===== config.mk =====
export PLATFORM = sky130hd
export DESIGN_NAME = rgb_to_hsv_pixel_converter_unit
export DESIGN_NICKNAME = d
export VERILOG_FILES = /design/src/rtl/hsv_pkg.sv /design/src/rtl/hsv_front.sv /design/src/rtl/hsv_div_pipe.sv /design/src/rtl/rgb_to_hsv_pixel_converter_unit.sv
export SDC_FILE = /design/constraint.sdc
export NUM_CORES = 1
export LEC_CHECK = 0
export BUFFER_PORTS_ARGS = -buffer_cell sky130_fd_sc_hd__buf_2
export CORE_ASPECT_RATIO = 1.25
export CORE_MARGIN = 2
export CORE_UTILIZATION = 35
export CTS_CLUSTER_DIAMETER = 40
export DETAILED_ROUTE_END_ITERATION = 16
export RECOVER_POWER = 25
export SYNTH_ARGS = -nofsm -noshare
export SYNTH_HDL_FRONTEND = slang
export SYNTH_SLANG_ARGS = --single-unit

===== constraint.sdc =====
create_clock -name aclk -period 51.5 [get_ports aclk]
set_clock_uncertainty 0.15 [all_clocks]
set_input_delay 5.15 -clock aclk [delete_from_list [all_inputs] [get_ports aclk]]
set_output_delay 5.15 -clock aclk [all_outputs]
set_load 0.02 [all_outputs]

===== src/rtl/hsv_pkg.sv =====
// ----------------------------------------------------------------------------
// hsv_pkg: shared types for the RGB to HSV converter
// Sector codes for the hue formula and the per-pixel flags that travel
// alongside the divider pipelines.
// ----------------------------------------------------------------------------
package hsv_pkg;

    // Channel that holds the maximum; blue wins ties over green, green over red
    typedef enum logic [1:0] {
        SECTOR_RED   = 2'd0,
        SECTOR_GREEN = 2'd1,
        SECTOR_BLUE  = 2'd2
    } sector_t;

    // Special cases known before the divides finish
    typedef struct packed {
        logic zero_chroma;
        logic zero_value;
    } front_flags_t;

endpackage


===== src/rtl/hsv_front.sv =====
// ----------------------------------------------------------------------------
// hsv_front: max/min, chroma and sector numerator
// Two register stages that turn one RGB pixel into the operands of the
// saturation and hue divides, plus the gray and black pixel flags.
// ----------------------------------------------------------------------------
module hsv_front #(
    parameter int CHANNEL_BITS = 8
) (
    input  logic                      aclk,
    input  logic                      aresetn,
    input  logic                      advance,
    input  logic                      in_valid,
    input  logic [CHANNEL_BITS-1:0]   red_level,
    input  logic [CHANNEL_BITS-1:0]   green_level,
    input  logic [CHANNEL_BITS-1:0]   blue_level,
    output logic                      out_valid,
    output hsv_pkg::front_flags_t     out_flags,
    output logic [CHANNEL_BITS-1:0]   out_value,
    output logic [CHANNEL_BITS+2:0]   out_hue_num,
    output logic [CHANNEL_BITS+2:0]   out_hue_den,
    output logic [2*CHANNEL_BITS-1:0] out_sat_num
);
    import hsv_pkg::*;

    localparam int CW = CHANNEL_BITS;

    // stage 1
    sector_t        sector_next;
    logic [CW-1:0]  hi_next;
    logic [CW-1:0]  lo_next;
    logic [CW-1:0]  chroma_next;
    logic [CW:0]    diff_next;

    logic           valid1_reg;
    sector_t        sector1_reg;
    logic [CW-1:0]  hi1_reg;
    logic [CW-1:0]  chroma1_reg;
    logic [CW:0]    diff1_reg;

    // stage 2
    logic [CW+2:0]      chroma_ext;
    logic [CW+2:0]      offset;
    logic [CW+2:0]      den_next;
    logic [CW+3:0]      sum;
    logic [CW+3:0]      wrapped;
    logic [CW+2:0]      num_next;
    logic [2*CW-1:0]    sat_num_next;
    front_flags_t       flags_next;

    logic               valid2_reg;
    front_flags_t       flags2_reg;
    logic [CW-1:0]      hi2_reg;
    logic [CW+2:0]      num2_reg;
    logic [CW+2:0]      den2_reg;
    logic [2*CW-1:0]    sat_num2_reg;

    always_comb begin
        priority if (blue_level >= red_level && blue_level >= green_level) begin
            sector_next = SECTOR_BLUE;
            hi_next     = blue_level;
            diff_next   = {1'b0, red_level} - {1'b0, green_level};
        end else if (green_level >= red_level) begin
            sector_next = SECTOR_GREEN;
            hi_next     = green_level;
            diff_next   = {1'b0, blue_level} - {1'b0, red_level};
        end else begin
            sector_next = SECTOR_RED;
            hi_next     = red_level;
            diff_next   = {1'b0, green_level} - {1'b0, blue_level};
        end
        lo_next = red_level;
        if (green_level < lo_next) begin
            lo_next = green_level;
        end
        if (blue_level < lo_next) begin
            lo_next = blue_level;
        end
        chroma_next = hi_next - lo_next;
    end

    always_ff @(posedge aclk) begin
        if (!aresetn) begin
            valid1_reg <= 1'b0;
        end else if (advance) begin
            valid1_reg <= in_valid;
        end
    end

    always_ff @(posedge aclk) begin
        if (advance) begin
            sector1_reg <= sector_next;
            hi1_reg     <= hi_next;
            chroma1_reg <= chroma_next;
            diff1_reg   <= diff_next;
        end
    end

    always_comb begin
        chroma_ext = {3'b000, chroma1_reg};
        unique case (sector1_reg)
            SECTOR_GREEN: offset = chroma_ext << 1;
            SECTOR_BLUE:  offset = chroma_ext << 2;
            default:      offset = '0;
        endcase
        den_next = (chroma_ext << 2) + (chroma_ext << 1);
        sum      = {1'b0, offset} + {{3{diff1_reg[CW]}}, diff1_reg};
        // wrap a negative red-sector numerator into [0, 6*chroma)
        wrapped  = sum[CW+3] ? (sum + {1'b0, den_next}) : sum;
        num_next = wrapped[CW+2:0];
        sat_num_next = {chroma1_reg, {CW{1'b0}}} - {{CW{1'b0}}, chroma1_reg};
        flags_next.zero_chroma = (chroma1_reg == '0);
        flags_next.zero_value  = (hi1_reg == '0);
    end

    always_ff @(posedge aclk) begin
        if (!aresetn) begin
            valid2_reg <= 1'b0;
        end else if (advance) begin
            valid2_reg <= valid1_reg;
        end
    end

    always_ff @(posedge aclk) begin
        if (advance) begin
            flags2_reg   <= flags_next;
            hi2_reg      <= hi1_reg;
            num2_reg     <= num_next;
            den2_reg     <= den_next;
            sat_num2_reg <= sat_num_next;
        end
    end

    assign out_valid   = valid2_reg;
    assign out_flags   = flags2_reg;
    assign out_value   = hi2_reg;
    assign out_hue_num = num2_reg;
    assign out_hue_den = den2_reg;
    assign out_sat_num = sat_num2_reg;

endmodule


===== src/rtl/hsv_div_pipe.sv =====
// ----------------------------------------------------------------------------
// hsv_div_pipe: pipelined restoring divider
// One quotient bit per register stage. The dividend is split into a high
// part, which must be below the divisor, and low bits shifted in one per
// step. Stages past the quotient width pass the result through.
// ----------------------------------------------------------------------------
module hsv_div_pipe #(
    parameter int DEN_BITS = 8,
    parameter int QUO_BITS = 8,
    parameter int STAGES   = 8
) (
    input  logic                aclk,
    input  logic                advance,
    input  logic [DEN_BITS-1:0] rem_init,
    input  logic [QUO_BITS-1:0] low_bits,
    input  logic [DEN_BITS-1:0] den,
    output logic [QUO_BITS-1:0] quotient
);
    import hsv_pkg::*;

    logic [DEN_BITS-1:0] rem_reg  [STAGES];
    logic [QUO_BITS-1:0] quo_reg  [STAGES];
    logic [DEN_BITS-1:0] den_reg  [STAGES];
    logic [DEN_BITS-1:0] rem_next [STAGES];
    logic [QUO_BITS-1:0] quo_next [STAGES];
    logic [DEN_BITS-1:0] den_next [STAGES];

    always_comb begin
        logic [DEN_BITS-1:0] rem_in;
        logic [QUO_BITS-1:0] quo_in;
        logic [DEN_BITS-1:0] den_in;
        logic [DEN_BITS:0]   trial;
        logic [DEN_BITS:0]   diff;
        logic                take;
        for (int s = 0; s < STAGES; s++) begin
            if (s == 0) begin
                rem_in = rem_init;
                quo_in = low_bits;
                den_in = den;
            end else begin
                rem_in = rem_reg[s-1];
                quo_in = quo_reg[s-1];
                den_in = den_reg[s-1];
            end
            trial = {rem_in, quo_in[QUO_BITS-1]};
            diff  = trial - {1'b0, den_in};
            take  = (trial >= {1'b0, den_in});
            if (s < QUO_BITS) begin
                rem_next[s] = take ? diff[DEN_BITS-1:0] : trial[DEN_BITS-1:0];
                quo_next[s] = {quo_in[QUO_BITS-2:0], take};
            end else begin
                rem_next[s] = rem_in;
                quo_next[s] = quo_in;
            end
            den_next[s] = den_in;
        end
    end

    always_ff @(posedge aclk) begin
        if (advance) begin
            for (int s = 0; s < STAGES; s++) begin
                rem_reg[s] <= rem_next[s];
                quo_reg[s] <= quo_next[s];
                den_reg[s] <= den_next[s];
            end
        end
    end

    assign quotient = quo_reg[STAGES-1];

endmodule


===== src/rtl/rgb_to_hsv_pixel_converter_unit.sv =====
// ----------------------------------------------------------------------------
// rgb_to_hsv_pixel_converter_unit: streaming RGB to HSV conversion
// Pipeline: two front stages, one divider stage per bit of the wider quotient,
//   one output register.
// Throughput: one pixel per cycle while m_ready does not stall; the wider quotient
//   sets the divider depth. A stall on m_ready holds every stage in place.
// Reset: synchronous active-low aresetn clears all valid bits; data is kept.
// ----------------------------------------------------------------------------
module rgb_to_hsv_pixel_converter_unit #(
    parameter int CHANNEL_BITS = 8,
    parameter int HUE_BITS     = 16
) (
    input  logic                    aclk,
    input  logic                    aresetn,
    input  logic                    s_valid,
    output logic                    s_ready,
    input  logic [CHANNEL_BITS-1:0] s_red_level,
    input  logic [CHANNEL_BITS-1:0] s_green_level,
    input  logic [CHANNEL_BITS-1:0] s_blue_level,
    output logic                    m_valid,
    input  logic                    m_ready,
    output logic [HUE_BITS-1:0]     m_hue_turn,
    output logic [CHANNEL_BITS-1:0] m_saturation_level,
    output logic [CHANNEL_BITS-1:0] m_value_level
);
    import hsv_pkg::*;

    localparam int CW         = CHANNEL_BITS;
    localparam int DIV_STAGES = (HUE_BITS > CHANNEL_BITS) ? HUE_BITS : CHANNEL_BITS;

    logic               advance;
    logic               front_valid;
    front_flags_t       front_flags;
    logic [CW-1:0]      front_value;
    logic [CW+2:0]      hue_num;
    logic [CW+2:0]      hue_den;
    logic [2*CW-1:0]    sat_num;
    logic [HUE_BITS-1:0] hue_quo;
    logic [CW-1:0]      sat_quo;

    logic [DIV_STAGES-1:0] valid_line_reg;
    front_flags_t          flags_line_reg [DIV_STAGES];
    logic [CW-1:0]         value_line_reg [DIV_STAGES];

    logic                  m_valid_reg;
    logic [HUE_BITS-1:0]   hue_reg;
    logic [CW-1:0]         sat_reg;
    logic [CW-1:0]         value_reg;

    // whole pipeline moves together; the output register frees a slot as it drains
    assign advance = !m_valid_reg || m_ready;
    assign s_ready = advance;

    hsv_front #(
        .CHANNEL_BITS (CHANNEL_BITS)
    ) u_front (
        .aclk        (aclk),
        .aresetn     (aresetn),
        .advance     (advance),
        .in_valid    (s_valid),
        .red_level   (s_red_level),
        .green_level (s_green_level),
        .blue_level  (s_blue_level),
        .out_valid   (front_valid),
        .out_flags   (front_flags),
        .out_value   (front_value),
        .out_hue_num (hue_num),
        .out_hue_den (hue_den),
        .out_sat_num (sat_num)
    );

    hsv_div_pipe #(
        .DEN_BITS (CW + 3),
        .QUO_BITS (HUE_BITS),
        .STAGES   (DIV_STAGES)
    ) u_hue_div (
        .aclk     (aclk),
        .advance  (advance),
        .rem_init (hue_num),
        .low_bits ({HUE_BITS{1'b0}}),
        .den      (hue_den),
        .quotient (hue_quo)
    );

    hsv_div_pipe #(
        .DEN_BITS (CW),
        .QUO_BITS (CW),
        .STAGES   (DIV_STAGES)
    ) u_sat_div (
        .aclk     (aclk),
        .advance  (advance),
        .rem_init (sat_num[2*CW-1:CW]),
        .low_bits (sat_num[CW-1:0]),
        .den      (front_value),
        .quotient (sat_quo)
    );

    // carry valid, flags and value level alongside the dividers
    always_ff @(posedge aclk) begin
        if (!aresetn) begin
            valid_line_reg <= '0;
        end else if (advance) begin
            valid_line_reg <= {valid_line_reg[DIV_STAGES-2:0], front_valid};
        end
    end

    always_ff @(posedge aclk) begin
        if (advance) begin
            flags_line_reg[0] <= front_flags;
            value_line_reg[0] <= front_value;
            for (int s = 1; s < DIV_STAGES; s++) begin
                flags_line_reg[s] <= flags_line_reg[s-1];
                value_line_reg[s] <= value_line_reg[s-1];
            end
        end
    end

    always_ff @(posedge aclk) begin
        if (!aresetn) begin
            m_valid_reg <= 1'b0;
        end else if (advance) begin
            m_valid_reg <= valid_line_reg[DIV_STAGES-1];
        end
    end

    // drop the divide results for gray and black pixels
    always_ff @(posedge aclk) begin
        if (advance) begin
            hue_reg   <= flags_line_reg[DIV_STAGES-1].zero_chroma ? '0 : hue_quo;
            sat_reg   <= flags_line_reg[DIV_STAGES-1].zero_value ? '0 : sat_quo;
            value_reg <= value_line_reg[DIV_STAGES-1];
        end
    end

    assign m_valid            = m_valid_reg;
    assign m_hue_turn         = hue_reg;
    assign m_saturation_level = sat_reg;
    assign m_value_level      = value_reg;

    a_black_pixel: assert property (@(posedge aclk) disable iff (!aresetn)
        m_valid && m_value_level == '0 |-> m_saturation_level == '0 && m_hue_turn == '0)
        else $error("black pixel with nonzero saturation or hue");

    a_gray_pixel: assert property (@(posedge aclk) disable iff (!aresetn)
        m_valid && m_saturation_level == '0 |-> m_hue_turn == '0)
        else $error("zero saturation with nonzero hue");

    a_stall_holds_line: assert property (@(posedge aclk) disable iff (!aresetn)
        !advance |=> $stable(valid_line_reg) && $stable(front_valid))
        else $error("pipeline moved during a stall");

endmodule

==> results.sh <==
export IMPL_status="finished clean"
export IMPL_ant_nets=0
export IMPL_drive_gt1_share_pct=11.66
export IMPL_cap_violations=0
export IMPL_worst_slack_ps=39960
export IMPL_cts_root_buf="clkbuf_16"
export IMPL_cts_buffer_depth=3
export IMPL_avgSynthCellArea_um2=13.54
export IMPL_seq_area_um2=26540
export IMPL_syn_to_final_growth_pct=14.09
export IMPL_core_rowCount=142
export IMPL_hold_buffers=0
export IMPL_final_setup_viol_count=0
export IMPL_grt_pass1_wl_um=115300
export IMPL_max_stage_delay_ps=390
export IMPL_cellPowerDensity_nw_per_um2=76.91
export IMPL_crit_arrival_ps=6240
export IMPL_reg2reg_from="u_front.sector1_reg[1]$_SDFFCE_PP1P_"
export IMPL_r2r_cells=14
export IMPL_worstSetupEndpointType="output pin"
export IMPL_dr_pass1_iters=4
export IMPL_grtUsageTotal_pct=11.66
export IMPL_hold_path_class="register to register"
export IMPL_reg2reg_slack_ps=47120
export IMPL_wl_um=70970
export IMPL_io_pin_count=62
export IMPL_fillers=11212
export IMPL_preCtsSetupSlack_ps=39890
export IMPL_report_final_slew_viol_count=0
export IMPL_hold_depth=0
export IMPL_worstReg2RegEnd="u_front.out_hue_num[10]$_DFFE_PP_"
export IMPL_critPathLaunchType="input pin"
export IMPL_fin_crit_sh_pct=22.41
export IMPL_tightestPinTransition_ps=1236
export IMPL_nets=3598
export IMPL_die_area_um2=122800
export IMPL_drc=0
export IMPL_hold_path_end="u_hue_div.quo_reg[11][2]$_DFFE_PP_"
export IMPL_start_util_pct=35.16
export IMPL_path_cells="buf_2 > nor2b_1 > buf_4 > inv_8 > buf_2"
export IMPL_synth_edff_count=871
export IMPL_layout_min_cycle_time_ps=11540
export IMPL_die_w_um=313.8
export IMPL_core_area_um2=119400
export IMPL_cp_required_ps=46200
export IMPL_finalHoldViolations=0
export IMPL_synth_area_top_cells="edfxtp_1, ha_1, inv_1"
export IMPL_hpwl_um=50540
export IMPL_final_cell_area_um2=47900
export IMPL_fmax_mhz=86.66
export IMPL_cp_slowest_cell="inv_8"
export IMPL_grt_overflow=0
export IMPL_ys_flop_type="edfxtp_1"
export IMPL_clock_latency_ps=700
export IMPL_grt_pass1_vias=23783
export IMPL_ys_types=69
export IMPL_dr_first_iter_drc_count=1128
export IMPL_seq_area_frac_synth_pct=63.21
export IMPL_num_vias=22959
export IMPL_clk_pin_slew_ps=60
export IMPL_largest_register_ff_count=150
export IMPL_die_h_um=391.2
export IMPL_crit_type="input pin to output pin"
export IMPL_antenna_found_initial=0
export IMPL_netlist_instances=3101
export IMPL_grt_max_degree=208
export IMPL_routedWlPerCell_um=14.43
export IMPL_relSlewSlack_pct=17.29
export IMPL_crit_fanout=78
export IMPL_postCtsResizedCells=0
export IMPL_synth_top_cell_by_area="edfxtp_1"
export IMPL_antenna_cells=0
export IMPL_numCtsBuffers=109
export IMPL_multi_input_area_um2=13880
export IMPL_path_buf_inv=4
export IMPL_vias_per_cell=4.667
export IMPL_tritoncts="yes"
export IMPL_synthArstFlopShare_pct=0
export IMPL_rsz0062_at_grt="no"
export IMPL_cts_setup_buffers=0
export IMPL_place_gp_congestion=0.8129
export IMPL_ys_warnings_count=0
export IMPL_p_leak_uw=0.01935
export IMPL_ys_ff_latch=890
export IMPL_peakVddDrop_mv=0.02791
export IMPL_htreeDepth=3
export IMPL_io_buffers=61
export IMPL_synth_top_area_share_pct=62.30
export IMPL_syn_cell_area_um2=41980
export IMPL_clock_sinks=890
export IMPL_tns_ps=0
export IMPL_path_delay_family="buffers and inverters"
export IMPL_hold_path_startpoint="u_hue_div.quo_reg[10][1]$_DFFE_PP_"
export IMPL_worst_path_most_repeated_cell="buf_2"
export IMPL_post_dp_cell_area_um2=44170
export IMPL_syn_num_nets=3458
cell type report:
cell class	count	share of cell area [%]
clock buffers	120	5.825
clock inverters	85	1.954
inverters	361	2.845
multi-input cells	1807	28.98
flip-flops and latches	890	55.40
well taps	1584	4.138
repair buffers	72	0.8620
cells in the mapped netlist, types with 11 or more instances:
cell type and number:
xnor2_1 124, nor4_1 15, o21ai_2 13, a211oi_1 33
o21ai_0 126, buf_2 22, a21boi_0 40, inv_1 360
nor2b_1 95, ha_1 300, xor2_1 54, nor3_1 36
nand3_1 26, fa_1 29, mux2_2 99, o21a_1 11
mux2i_1 18, and3_1 13, nand4_1 44, a21oi_1 163
a21o_1 74, dfxtp_1 19, o21bai_1 16, clkbuf_1 14
nor2_1 181, nand2_1 133, nand2b_1 46, edfxtp_1 871
layout by cell type, fill, tap and decap left out, types with 26 or more instances in the layout:
cell	instances
ha_1	300
nand3_1	26
nor3_1	36
a211oi_1	33
nor2b_1	95
nand2b_1	46
nand4_1	44
nand2_1	133
edfxtp_1	871
xnor2_1	124
inv_1	360
a21boi_0	40
nor2_1	181
a21oi_1	163
o21ai_0	126
clkbuf_16	110
xor2_1	54
fa_1	29
mux2_2	99
a21o_1	74
buf_2	61
per-layer routing:
| layer | vias up | track usage, % | wire length, um |
|---|---|---|---|
| li1 | 11538 | - | - |
| met1 | 10991 | 10.83 | 24940 |
| met2 | 271 | 24.02 | 41260 |
| met3 | 159 | 2.193 | 2256 |
| met4 | 0 | 5.063 | 2511 |
| met5 | - | 0 | 0 |
worst max-delay path by stage:
stage / start / to / slack (ps) / cells after the start
2_1_floorplan: m_ready / s_ready / 17130 / 3
3_3_place_gp: m_ready / s_ready / 39890 / 5
3_5_place_dp: m_ready / s_ready / 39890 / 5
4_1_cts: m_ready / s_ready / 39890 / 5
5_1_grt: m_ready / s_ready / 39860 / 5
6_report: m_ready / s_ready / 39960 / 5
cells by family after synthesis:
kind of cell | share of synthesized area [%]
compound gates | 8.148
xor+xnor | 3.752
fa+ha+maj | 10.32
buf+inv | 3.731
flops | 63.21
mux | 3.433
simple gates | 7.403
where the power goes:
group,leakage [uW],internal [uW],switching [uW]
logic,0.00833,728,794
clock network,0.00181,460,309
registers,0.00921,1250,147
stage by stage:
step                hold slack [ps]  util (%)  std cells  power, uW
floorplan                     250.3         -       3101       2579
global placement              250.2     37.00       4714       2908
detailed placement            254.5     37.00       4714       2945
CTS                           242.7     40.12       4919       3736
global route                  259.9     40.12       4919       3978
finish                        256.4     40.12       4919       3684
Power figures use the tool's default switching activity.
